<file path="config.mk">
export PLATFORM = sky130hd
export DESIGN_NAME = rvi_resq
export DESIGN_NICKNAME = d
export VERILOG_FILES = /design/src/hdl/rv64i_integer_core_step_defines.svh /design/src/hdl/rvi_pkg.sv /design/src/hdl/rvi_resq.sv
export SDC_FILE = /design/constraint.sdc
export NUM_CORES = 1
export LEC_CHECK = 0
export BUFFER_PORTS_ARGS = -buffer_cell sky130_fd_sc_hd__buf_2
export CAP_MARGIN = 20
export CORE_UTILIZATION = 52
export CTS_BUF_LIST = sky130_fd_sc_hd__clkbuf_16
export CTS_CLUSTER_DIAMETER = 40
export CTS_CLUSTER_SIZE = 24
export DETAILED_ROUTE_END_ITERATION = 8
export PLACE_DENSITY = 0.82
export SLEW_MARGIN = 30
export SYNTH_ARGS = -nofsm -noshare
export SYNTH_HDL_FRONTEND = slang
export SYNTH_SLANG_ARGS = --single-unit
</file>
<file path="constraint.sdc">
create_clock -name clk -period 13.15 [get_ports clk]
set_input_delay 1.315 -clock clk [delete_from_list [all_inputs] [get_ports clk]]
set_output_delay 1.315 -clock clk [all_outputs]
set_load 0.1 [all_outputs]
</file>
<file path="src/hdl/rv64i_integer_core_step_defines.svh">
// Assertion macros for the RV64I step core.
// Used by the top level; expects clk and arst_n in scope.
`ifndef RV64I_INTEGER_CORE_STEP_DEFINES_SVH
`define RV64I_INTEGER_CORE_STEP_DEFINES_SVH
`ifndef SYNTHESIS
`define RVI_ASSERT_IMP(lbl, ante, cons) \
	lbl: assert property (@(posedge clk) disable iff (!arst_n) (ante) |-> (cons)) \
		else $error("rvi assertion failed");
`define RVI_ASSERT_NEXT(lbl, ante, cons) \
	lbl: assert property (@(posedge clk) disable iff (!arst_n) (ante) |=> (cons)) \
		else $error("rvi assertion failed");
`else
`define RVI_ASSERT_IMP(lbl, ante, cons)
`define RVI_ASSERT_NEXT(lbl, ante, cons)
`endif
`endif

</file>
<file path="src/hdl/rvi_pkg.sv">
// Shared types and constants of the RV64I step core.
// No dependencies.
package rvi_pkg;
	localparam int unsigned MEM_BYTES = 65536;
	localparam int unsigned MEM_AW    = $clog2(MEM_BYTES);

	typedef logic [MEM_AW-1:0] mem_addr_t;

	localparam logic [1:0] FN_EXEC   = 2'd0;
	localparam logic [1:0] FN_HWRITE = 2'd1;
	localparam logic [1:0] FN_HREAD  = 2'd2;

	typedef enum logic [1:0] {IK_EXEC, IK_HWRITE, IK_HREAD, IK_NONE} item_kind_t;

	typedef struct packed {
		item_kind_t  kind;
		logic [15:0] host_addr;
		logic [63:0] host_data;
	} item_t;

	typedef struct packed {
		logic        ok;
		logic        cause;
		logic [63:0] pc_now;
		logic [63:0] read_data;
		logic [4:0]  wb_index;
		logic [63:0] wb_value;
	} result_t;

	localparam logic [6:0] OPC_LUI     = 7'h37;
	localparam logic [6:0] OPC_AUIPC   = 7'h17;
	localparam logic [6:0] OPC_JAL     = 7'h6F;
	localparam logic [6:0] OPC_JALR    = 7'h67;
	localparam logic [6:0] OPC_BRANCH  = 7'h63;
	localparam logic [6:0] OPC_LOAD    = 7'h03;
	localparam logic [6:0] OPC_STORE   = 7'h23;
	localparam logic [6:0] OPC_OPIMM   = 7'h13;
	localparam logic [6:0] OPC_OP      = 7'h33;
	localparam logic [6:0] OPC_OPIMM32 = 7'h1B;
	localparam logic [6:0] OPC_OP32    = 7'h3B;

	localparam logic [2:0] F3_ADD  = 3'd0;
	localparam logic [2:0] F3_SLL  = 3'd1;
	localparam logic [2:0] F3_SLT  = 3'd2;
	localparam logic [2:0] F3_SLTU = 3'd3;
	localparam logic [2:0] F3_XOR  = 3'd4;
	localparam logic [2:0] F3_SR   = 3'd5;
	localparam logic [2:0] F3_OR   = 3'd6;
	localparam logic [2:0] F3_AND  = 3'd7;

	localparam logic [2:0] F3_BEQ  = 3'd0;
	localparam logic [2:0] F3_BNE  = 3'd1;
	localparam logic [2:0] F3_BLT  = 3'd4;
	localparam logic [2:0] F3_BGE  = 3'd5;
	localparam logic [2:0] F3_BLTU = 3'd6;
	localparam logic [2:0] F3_BGEU = 3'd7;

	localparam logic [2:0] F3_LB   = 3'd0;
	localparam logic [2:0] F3_LH   = 3'd1;
	localparam logic [2:0] F3_LW   = 3'd2;
	localparam logic [2:0] F3_BAD  = 3'd7;
	localparam logic [2:0] F3_JALR = 3'd0;

	localparam logic [6:0] F7_BASE  = 7'h00;
	localparam logic [6:0] F7_ALT   = 7'h20;
	localparam logic [5:0] TOP6_SRL = 6'h00;
	localparam logic [5:0] TOP6_SRA = 6'h10;
endpackage

</file>
<file path="src/hdl/rvi_resq.sv">
// Result queue: two entries between the execution engine and the result port.
// Depends on rvi_pkg.
module rvi_resq (
	input  logic              clk,
	input  logic              arst_n,
	input  logic              res_push,
	input  rvi_pkg::result_t  res,
	output logic              res_full,
	output logic              empty,
	input  logic              pop,
	output rvi_pkg::result_t  head
);
	rvi_pkg::result_t slot_q [2];
	logic             wr_q, rd_q;
	logic [1:0]       count_q;
	logic             do_push, do_pop;

	assign res_full = (count_q == 2'd2);
	assign empty    = (count_q == 2'd0);
	assign do_push  = res_push && !res_full;
	assign do_pop   = pop && !empty;
	assign head     = slot_q[rd_q];

	always_ff @(posedge clk) begin
		if (do_push) begin
			slot_q[wr_q] <= res;
		end
	end

	always_ff @(posedge clk or negedge arst_n) begin
		if (!arst_n) begin
			wr_q    <= 1'b0;
			rd_q    <= 1'b0;
			count_q <= 2'd0;
		end else begin
			if (do_push) begin
				wr_q <= !wr_q;
			end
			if (do_pop) begin
				rd_q <= !rd_q;
			end
			count_q <= count_q + {1'b0, do_push} - {1'b0, do_pop};
		end
	end
endmodule

</file>
# Word level (Yosys, flattened, before mapping)
# Memory sizes are Yosys's and may differ from the RTL's.
# Cells that the tools add are included.
# Widths: inputs -> output; s select.
# word_totals
elab_cells	16
reg_bits	4
mem_count	1
ramBits	398
# op_classes
mux	2
reduce_logical	7
n_addsub	2
n_eq_ne	1
# memory_table
memory	words	width	read_ports	rd_clocked_by_memory_dff	wr	line	source
slot_q	2	199	1	0	1	rvi_resq.sv:13	rvi_pkg::result_t slot_q [2];
# op_table
op	count
$logic_not 1->1	4
$add 2x1->2	1
$eq 2x2->1 const B	1
$logic_and 1x1->1	2
$logic_not 2->1	1
$mux 1	2
$sub 2x1->2	1

# Logic depth before layout (Yosys ltp)
# logic_depth
ltp_word	5
mapped_depth	7

# Worst setup path after synthesis
# Ideal clock, no wire load.
# synth_timing
path_type	input port to flip-flop
start	in res_push
end	mem slot_q[0][0] (netlist name), enable pin
required_time_ps	12389
path_slack_ps	2729
path_buffers	0
arrival_ps	9659
path_stages	2
path_cell_list	nand2_1 -> nor2_1
# synth_via
elab_chain_len	3
# synth_lines
element	line	source
start, declared	rvi_resq.sv:6	input logic res_push,
$logic_and 1x1->1	rvi_resq.sv:20	assign do_push = res_push && !res_full;
$mux 1	rvi_resq.sv:25	if (do_push) begin
$mux 1 (not written as such)	rvi_resq.sv:26	slot_q[wr_q] <= res;
end, declared	rvi_resq.sv:13	
# Every way passes these cells.

==> metrics.yaml <==
final_max_slew_viol_count: 0
post-synth-top-area-cell: "edfxtp_1"
cts.clk_slew.worst_paths_ns: 0.06
gr-total-overflow: 0
layout.cells.non_filler: 1487
signal_arrival_time_at_the_worst_endpoint_ns: 3.77
std_cell_rows: 61
ys_types: 14
grt_antenna_before_repair: 5
synth_commonest_cells: "edfxtp_1, mux2_2, clkbuf_8"
reg2reg_setup_slack_ns: 9.87
grt_use_total: 0.192
die_area_mm2: 0.0289
wl_met3_um: 2710
max_slew_margin: 0.360
synthesis.nets: 842
status: "complete, no violations"
ys.warnings.count: 0
die_height_um: 170
numClockSinks: 402
ys_seq_area_frac: 0.821
synth.most_common_cell: "edfxtp_1"
route.vias.total: 7637
worst_setup_path_end_kind: "output port"
placed_cells: 1403
synth_area_leaders: "edfxtp_1, mux2_2, clkbuf_8"
cts_setup_buffers: 0
cts_made_buffers: 44
clock.fmax_mhz: 197
initialDrtViolationCount: 424
top_layer_in_use: "met5"
setup-violations-final: 0
first_global_vias: 7754
worstHoldPathCells: 1
syn-instance-count: 637
drt-wirelength-per-cell_um: 19.5
cts_max_path_buffers: 3
synth_edf_count: 398
floorplan.die.width_um: 170
final_nets: 1276
final_hold_viol_count: 0
worstHoldPathType: "flip-flop to flip-flop"
finalCritPeriodShare: 0.387
grt_max_degree: 83
drt_first_pass_iters: 4
met2RoutedLength_um: 15200
cts_resized: 0
final_total_negative_setup_slack_ns: 0
worstPathRequired_ns: 11.84
place.detailed.hpwl_um: 19000
postRouteAntennaNets: 0
postSynth.topFlopCell: "edfxtp_1"
top_level_ports: 404
holdBufCountCts: 0
initial_utilization: 0.529
finalCoreUtilization: 0.665
asyncSetResetFlopFracSynth: 0.00995
routabilityCongestion: 0.766
layout-area-overhead-vs-synth_pct: 25.8
cts_max_level: 2
grt_first_pass_wirelength_um: 41500
clock_skew_ns: 0.00934
cts_tree: "done"
drc_errors: 0
setup_repair_after_global_routing_missed_its_margin: "no"
fillCellCount: 1858
share_of_layout_cells_above_drive_strength_1: 0.624
number_of_synthesized_register_bits: 402
worstSetupStartpointType: "flip-flop"
wirelength_met1_um: 10200
period_needed_ns: 5.08
yosys.area.top_type_share: 0.814
summed_instance_area_of_the_synthesized_netlist_mm2: 0.0147
clk_root_buffer_cell: "clkbuf_16"
core_region_area_mm2: 0.0278
post_synth.cell_area_avg_um2: 23.1
worst_slew_pin_slew_ns: 0.960
port_buffers: 403
highest_fanout_seen_on_the_critical_path: 82
post_drt_via_cell_ratio: 5.14
setup.worst_path.class: "flip-flop to output port"
rr_worst_depth: 4
maxCapViolations: 0
insertion_delay_to_the_later_sink_of_the_worst_skew_pair_ns: 0.52
drt_wl_total_um: 29100
## per-stage QoR
| stage | setup slack [ns] | hold slack [ns] | instance area (um2) |
|---|---|---|---|
| after floorplan | 2.73 | 0.461 | 14700 |
| after global placement | 8.35 | 0.492 | 16900 |
| after detailed placement | 8.33 | 0.521 | 17000 |
| after CTS | 7.79 | 0.537 | 18500 |
| after global routing | 7.87 | 0.556 | 18500 |
| final | 8.07 | 0.528 | 18500 |
## routing by layer
layer / up-vias / GRT usage
met5: - / 0
met4: 4 / 0.0776
met3: 71 / 0.0660
met2: 353 / 0.339
met1: 3778 / 0.211
li1: 3431 / -
## worst max-delay path, stage by stage (launching register included)
cell	delay (ns)
dfrtp_4	0.86
buf_4	0.82
buf_6	0.66
mux2_2	0.30
buf_2	0.43
## sequential cells by signal, indices dropped and copies added (netlist names)
signal   count
slot_q     398
wr_q         1
rd_q         1
count_q      2
## path summary, 6_finish.rpt
kind,startpoint,to
max in group asynchronous,arst_n,rd_q$_DFFE_PN0P_
min in group asynchronous,arst_n,wr_q$_DFFE_PN0P_
worst min-delay path,count_q[1]$_DFF_PN0_,count_q[1]$_DFF_PN0_
worst max register to register,count_q[1]$_DFF_PN0_,slot_q[1][87]$_DFFE_PP_
worst max-delay path,rd_q$_DFFE_PN0P_,head[194]
worst min register to register,count_q[1]$_DFF_PN0_,count_q[1]$_DFF_PN0_
## cell type report
| type | count | area (um2) | share of cell area |
|---|---|---|---|
| sequential | 402 | 12100 | 0.652 |
| multi-input combinational | 211 | 2340 | 0.127 |
| timing repair buffer | 410 | 2080 | 0.113 |
| clock buffer | 45 | 1130 | 0.0609 |
| tap | 378 | 473 | 0.0256 |
| clock inverter | 35 | 377 | 0.0204 |
| antenna | 4 | 10.0 | 0.000542 |
| inverter | 2 | 7.51 | 0.000406 |
## kinds of logic after synthesis
logic type / Yosys count / synth area share
buffers and inverters: 24 / 0.0206
multiplexers: 199 / 0.153
XOR/XNOR: 4 / 0.00239
adder cells (fa/ha/maj): 2 / 0.00170
AND/OR/NAND/NOR: 6 / 0.00205
flip-flops: 402 / 0.821
## cell usage in the layout (no fill, tap or decap), types with 2 or more instances in the layout
master,synthesis,routed
ha_1,2,2
clkbuf_16,0,45
bufinv_16,0,3
edfxtp_1,398,398
mux2_2,199,199
diode_2,0,4
inv_8,0,5
dfrtp_1,4,3
buf_2,0,403
buf_4,0,3
clkinv_4,0,2
xnor2_1,3,3
buf_6,3,4
inv_6,0,13
clkinv_8,0,3
clkinv_2,0,4
clkinvlp_4,0,3
inv_1,2,2
clkinv_1,0,2
Power is not shown: default switching activity piles up to over one toggle a cycle in this logic, so the estimate is an artifact.
