**src/hdl/rv64i_integer_core_step_defines.svh**
```systemverilog
// Assertion macros for the RV64I step core.
// Used by the top level; expects clk and arst_n in scope.
`ifndef RV64I_INTEGER_CORE_STEP_DEFINES_SVH
`define RV64I_INTEGER_CORE_STEP_DEFINES_SVH
`ifndef SYNTHESIS
`define RVI_ASSERT_IMP(lbl, ante, cons) \
	lbl: assert property (@(posedge clk) disable iff (!arst_n) (ante) |-> (cons)) \
		else $error("rvi assertion failed");
`define RVI_ASSERT_NEXT(lbl, ante, cons) \
	lbl: assert property (@(posedge clk) disable iff (!arst_n) (ante) |=> (cons)) \
		else $error("rvi assertion failed");
`else
`define RVI_ASSERT_IMP(lbl, ante, cons)
`define RVI_ASSERT_NEXT(lbl, ante, cons)
`endif
`endif

```
**src/hdl/rvi_pkg.sv**
```systemverilog
// Shared types and constants of the RV64I step core.
// No dependencies.
package rvi_pkg;
	localparam int unsigned MEM_BYTES = 65536;
	localparam int unsigned MEM_AW    = $clog2(MEM_BYTES);

	typedef logic [MEM_AW-1:0] mem_addr_t;

	localparam logic [1:0] FN_EXEC   = 2'd0;
	localparam logic [1:0] FN_HWRITE = 2'd1;
	localparam logic [1:0] FN_HREAD  = 2'd2;

	typedef enum logic [1:0] {IK_EXEC, IK_HWRITE, IK_HREAD, IK_NONE} item_kind_t;

	typedef struct packed {
		item_kind_t  kind;
		logic [15:0] host_addr;
		logic [63:0] host_data;
	} item_t;

	typedef struct packed {
		logic        ok;
		logic        cause;
		logic [63:0] pc_now;
		logic [63:0] read_data;
		logic [4:0]  wb_index;
		logic [63:0] wb_value;
	} result_t;

	localparam logic [6:0] OPC_LUI     = 7'h37;
	localparam logic [6:0] OPC_AUIPC   = 7'h17;
	localparam logic [6:0] OPC_JAL     = 7'h6F;
	localparam logic [6:0] OPC_JALR    = 7'h67;
	localparam logic [6:0] OPC_BRANCH  = 7'h63;
	localparam logic [6:0] OPC_LOAD    = 7'h03;
	localparam logic [6:0] OPC_STORE   = 7'h23;
	localparam logic [6:0] OPC_OPIMM   = 7'h13;
	localparam logic [6:0] OPC_OP      = 7'h33;
	localparam logic [6:0] OPC_OPIMM32 = 7'h1B;
	localparam logic [6:0] OPC_OP32    = 7'h3B;

	localparam logic [2:0] F3_ADD  = 3'd0;
	localparam logic [2:0] F3_SLL  = 3'd1;
	localparam logic [2:0] F3_SLT  = 3'd2;
	localparam logic [2:0] F3_SLTU = 3'd3;
	localparam logic [2:0] F3_XOR  = 3'd4;
	localparam logic [2:0] F3_SR   = 3'd5;
	localparam logic [2:0] F3_OR   = 3'd6;
	localparam logic [2:0] F3_AND  = 3'd7;

	localparam logic [2:0] F3_BEQ  = 3'd0;
	localparam logic [2:0] F3_BNE  = 3'd1;
	localparam logic [2:0] F3_BLT  = 3'd4;
	localparam logic [2:0] F3_BGE  = 3'd5;
	localparam logic [2:0] F3_BLTU = 3'd6;
	localparam logic [2:0] F3_BGEU = 3'd7;

	localparam logic [2:0] F3_LB   = 3'd0;
	localparam logic [2:0] F3_LH   = 3'd1;
	localparam logic [2:0] F3_LW   = 3'd2;
	localparam logic [2:0] F3_BAD  = 3'd7;
	localparam logic [2:0] F3_JALR = 3'd0;

	localparam logic [6:0] F7_BASE  = 7'h00;
	localparam logic [6:0] F7_ALT   = 7'h20;
	localparam logic [5:0] TOP6_SRL = 6'h00;
	localparam logic [5:0] TOP6_SRA = 6'h10;
endpackage

```
**src/hdl/rvi_front.sv**
```systemverilog
// Front end: accepts words, classifies the function code, two-entry queue.
// Depends on rvi_pkg.
module rvi_front (
	input  logic                clk,
	input  logic                arst_n,
	input  logic                push,
	input  logic                hold,
	input  logic [1:0]          func,
	input  logic [15:0]         host_addr,
	input  logic [63:0]         host_data,
	output logic                full,
	output logic                item_valid,
	output rvi_pkg::item_t      item,
	input  logic                item_take
);
	rvi_pkg::item_t slot_q [2];
	rvi_pkg::item_t new_c;
	logic           wr_q, rd_q;
	logic [1:0]     count_q;
	logic           do_push, do_pop;

	always_comb begin
		new_c.host_addr = host_addr;
		new_c.host_data = host_data;
		unique case (func)
			rvi_pkg::FN_EXEC:   new_c.kind = rvi_pkg::IK_EXEC;
			rvi_pkg::FN_HWRITE: new_c.kind = rvi_pkg::IK_HWRITE;
			rvi_pkg::FN_HREAD:  new_c.kind = rvi_pkg::IK_HREAD;
			default:            new_c.kind = rvi_pkg::IK_NONE;
		endcase
	end

	assign full       = hold || (count_q == 2'd2);
	assign do_push    = push && !full;
	assign do_pop     = item_take && (count_q != 2'd0);
	assign item_valid = (count_q != 2'd0);
	assign item       = slot_q[rd_q];

	always_ff @(posedge clk) begin
		if (do_push) begin
			slot_q[wr_q] <= new_c;
		end
	end

	always_ff @(posedge clk or negedge arst_n) begin
		if (!arst_n) begin
			wr_q    <= 1'b0;
			rd_q    <= 1'b0;
			count_q <= 2'd0;
		end else begin
			if (do_push) begin
				wr_q <= !wr_q;
			end
			if (do_pop) begin
				rd_q <= !rd_q;
			end
			count_q <= count_q + {1'b0, do_push} - {1'b0, do_pop};
		end
	end
endmodule

```
**config.mk**
```make
export PLATFORM = sky130hd
export DESIGN_NAME = rvi_front
export DESIGN_NICKNAME = d
export VERILOG_FILES = /design/src/hdl/rv64i_integer_core_step_defines.svh /design/src/hdl/rvi_pkg.sv /design/src/hdl/rvi_front.sv
export SDC_FILE = /design/constraint.sdc
export NUM_CORES = 1
export LEC_CHECK = 0
export BUFFER_PORTS_ARGS = -buffer_cell sky130_fd_sc_hd__buf_2
export CAP_MARGIN = 20
export CORE_MARGIN = 3
export CORE_UTILIZATION = 36
export CTS_CLUSTER_DIAMETER = 40
export CTS_CLUSTER_SIZE = 28
export DETAILED_ROUTE_END_ITERATION = 6
export PLACE_DENSITY_LB_ADDON = 0.25
export SLEW_MARGIN = 40
export SYNTH_ARGS = -nofsm -noshare
export SYNTH_HDL_FRONTEND = slang
export SYNTH_SLANG_ARGS = --single-unit
export TNS_END_PERCENT = 1
```
**constraint.sdc**
```tcl
create_clock -name clk -period 4.9 [get_ports clk]
set_input_delay 0 -clock clk [delete_from_list [all_inputs] [get_ports clk]]
set_output_delay 0 -clock clk [all_outputs]
set_load 0.02 [all_outputs]
```
After elaboration in Yosys (flattened, before gate mapping)
Memories as Yosys holds them, arrays and structs flattened.
Cells that the tools add are included.
{"block": "totals", "register_bits": 4, "mem_bits_rw": 164, "output_inout_bits": 84, "n_memories": 1}
{"memory": "slot_q", "words": 2, "width": 82, "rd": 1, "rd_ports_with_merged_regs": 0, "wr": 1, "line": "rvi_front.sv:16", "rtl": "rvi_pkg::item_t slot_q [2];"}
{"block": "classes", "n_addsub": 2, "eq_ne": 3, "muxes": 3, "reduce_logical": 8}
{"operator": "case mux 2 bit (3 select lines)", "count": 1}
{"operator": "== test 2 bit, second input constant", "count": 2}
{"operator": "zero test 1 bit", "count": 3}
{"operator": "adder 2 x 1 -> 2 bit", "count": 1}
{"operator": "== test 2 x 1 -> 1 bit, second input constant", "count": 1}
{"operator": "logical AND 1 bit", "count": 2}
{"operator": "zero test 2 bit", "count": 1}
{"operator": "2-to-1 mux 1 bit", "count": 2}
{"operator": "nonzero test 2 bit", "count": 1}
{"operator": "subtractor 2 x 1 -> 2 bit", "count": 1}
{"operator": "logical OR 1 bit", "count": 1}

Logic depth before layout (Yosys ltp)
{"block": "logic_depth", "ltp_word": 6, "depth_mapped": 7, "depth_no_buf": 7}

Worst setup path after synthesis
Ideal clock, no wire load.
{"block": "synth_path", "path_type": "register to register", "start": "register count_q[1]", "end": "memory slot_q[0][0] in the netlist's numbering, enable pin", "t_arrival_ps": 4067, "slack_ps": 309, "path_stages_with_launch": 4, "cell_sequence": "dfrtp_1 -> nand2b_1 -> nand3b_1 -> nor2_1"}
{"block": "synth_via", "elab_chain_cells": 6}
{"element": "from (decl)", "line": "rvi_front.sv:19", "rtl": "logic [1:0] count_q;"}
{"element": "from (signal assigned)", "line": "rvi_front.sv:57", "rtl": "count_q <= count_q + {1'b0, do_push} - {1'b0, do_pop};"}
{"element": "== test 2 bit", "line": "rvi_front.sv:33", "rtl": "assign full = hold || (count_q == 2'd2);"}
{"element": "logical OR 1 bit", "line": "rvi_front.sv:33"}
{"element": "zero test 1 bit", "line": "rvi_front.sv:34", "rtl": "assign do_push = push && !full;"}
{"element": "logical AND 1 bit", "line": "rvi_front.sv:34"}
{"element": "2-to-1 mux 1 bit", "line": "rvi_front.sv:40", "rtl": "if (do_push) begin"}
{"element": "2-to-1 mux 1 bit (implied by the code)", "line": "rvi_front.sv:41", "rtl": "slot_q[wr_q] <= new_c;"}
{"element": "to (decl)", "line": "rvi_front.sv:16"}
Every way passes these cells.

==> metrics.txt <==
Post-Syn Area 6482 sq um; DRC violation count after routing 0; kind of start point of the critical path flop; most common cell after layout, fill and taps aside buf_2; adder-cell share of the synthesized area 0.3860%; Remaining Overflow, GRT 0; NumNets Final 634; CP required 4900 ps; Yosys top cell by area edfxtp_1; XOR/XNOR Fraction of Synth Area 0.5404%; final core occ 51.20%; CP Buf/Inv Count 2; Syn Inst Count 276; area share of the largest cell type after synthesis 75.97%; overall power 4.672 mW; worst vdd ir 0.2886 mV; mux share of post-synthesis cell area 18.30%; hold violation total from the final report 0; CTS tree built; die width 140.2 um; PortBufs 170; Worst setup startpoint rd_q$_DFFE_PN0P_; CP Cell Sequence buf_4, mux2_2, buf_2; multi-input logic area 1301 sq um; clk root buf clkbuf_16; Max-cap violations 0; post-synthesis sequential area ratio 77.51%; Avg Cell Area, Syn 23.49 sq um; routed length per placed instance 15.40 um; fin cells 782; Antenna diodes 0; H-tree depth 4; Syn. warnings 0; Final Hold Slack 88.85 ps; Hold Startpoint push; fmax 436.4 MHz; Synth Register Bits 168; vias in the first global route 3,774; post-route ant nets 0; syn nets 365; Slew @ Worst Pin 666.2 ps; DR vias 3,406; largest net degree at the start of global routing 45; cts repair resizes 0; largest family of logic cells by synthesized area multiplexers; CP max stage delay 660 ps; Clk pin slew, worst setup/hold paths 60 ps; # setup viols final 0; layout cells sized above 1 51.89%; initial drt markers 108; status finished, final reports clean; Lkg Pwr 3.561 nW; RSZ-0062 raised after global routing no; die height 140.2 um; first-pass iteration count of the detailed router 4; slack of the critical path 2608 ps; core box area 17,480 sq um; final WL 12,040 um; Largest delay share family, worst path buffers and inverters; Synth cell types 17; final worst-path cycle share 46.77%; register area 5029 sq um; initial antenna violation count 0; Slew Limit Fails 0; slowest cell on the critical path dfrtp_4; hold_buf cts 85; HP Class input pin to flop; setup bufs post-CTS 0; fin area 8947 sq um; Die Area 19,650 sq um; num ports 171; Initial Utilization 37.09%; simple-gate share of the synthesized area 0.6176%; Longest Clk Path Bufs 2; DP HPWL 7507 um; Crit. End Element output port; Layout fillers 1,459; worst skew pair latency 410 ps; reg2reg setup slack 3040 ps; Synth Area in Compound Gates 0%; final worst path period need 2292 ps; R2R Path Start count_q[1]$_DFF_PN0_; path type of the worst setup path flop to output port; critical path data arrival time 2290 ps; first-pass GRT wire length 19,130 um; gpl congestion 0.6685; placed cell count 666; Setup TNS 0 ps; detailed-route vias per instance 4.355; clock sink count 168; area grow syn2layout 38.02%; Post-Place Cell Area 7515 sq um; Place WS 3007 ps; cell area power density 522.2 nW/um^2; total CTS buffers 17; Core Rows 48; Slew HR 55.59%; most frequent cells in the layout buf_2 (170), edfxtp_1 (164), dlygate4sd3_1 (85), mux2_4 (70), clkbuf_16 (17); crit path max fanout 35; Global Route Usage Sum 12.52%; Area contributors post-synth edfxtp_1 (76%), mux2_4 (16%), buf_12 (2.2%), mux2_2 (2.1%), dfrtp_1 (1.5%); Worst Skew 6.934 ps
## layout make-up
class,instances,area share (%)
repair buffers,261,19.52
inverters,2,0.08390
clock buffers,17,4.755
clock inverters,14,1.748
multi-input cells,95,14.54
well taps,225,3.146
flip-flops and latches,168,56.20
## metal layers
metal,share of wire [%],GRT usage [%]
met3,5.9,4.438
met5,0,0
met2,51,21.17
met1,42,14.90
met4,1.1,4.284
## tightest hold or removal path, cell delays in order
cell and delay [ps]:
buf_2 90, nand3b_1 260, xnor2_1 100
## flip-flops by register name, indices dropped and copies added (netlist names)
name,cells
wr_q,1
rd_q,1
slot_q,164
count_q,2
## synth_stat cells, drive strengths merged
| library cell | count |
|---|---|
| and2 | 1 |
| buf | 9 |
| clkbuf | 2 |
| dfrtp | 4 |
| edfxtp | 164 |
| ha | 2 |
| inv | 2 |
| mux2 | 82 |
| nand2b | 2 |
| nand3b | 1 |
| nor2 | 2 |
| or2 | 1 |
| xnor2 | 3 |
| xor2 | 1 |
## power breakdown
part           total (mW)  internal, mW  leakage, nW  switching [mW]
Sequential           1.88          1.79         1.54          0.0904
Clock                1.32         0.794        0.290           0.522
Combinational        1.47         0.689         1.73           0.784
## worst paths after layout
check / to / cells after the start
worst max-delay path: item[0] / 3
worst min-delay path: wr_q$_DFFE_PN0P_ / 3
worst min register to register: count_q[1]$_DFF_PN0_ / 1
min in group asynchronous: rd_q$_DFFE_PN0P_ / 3
max in group asynchronous: rd_q$_DFFE_PN0P_ / 3
worst max register to register: slot_q[1][27]$_DFFE_PP_ / 4
## kinds of logic (layout without fill, tap and decap cells)
family | Yosys count | count (layout)
DFF | 168 | 168
muxes | 82 | 82
buffers and inverters | 13 | 294
and+or+nand+nor | 7 | 7
xor gates and xnor gates | 4 | 4
adders and majority gates | 2 | 2
Power figures use the tool's default switching activity.
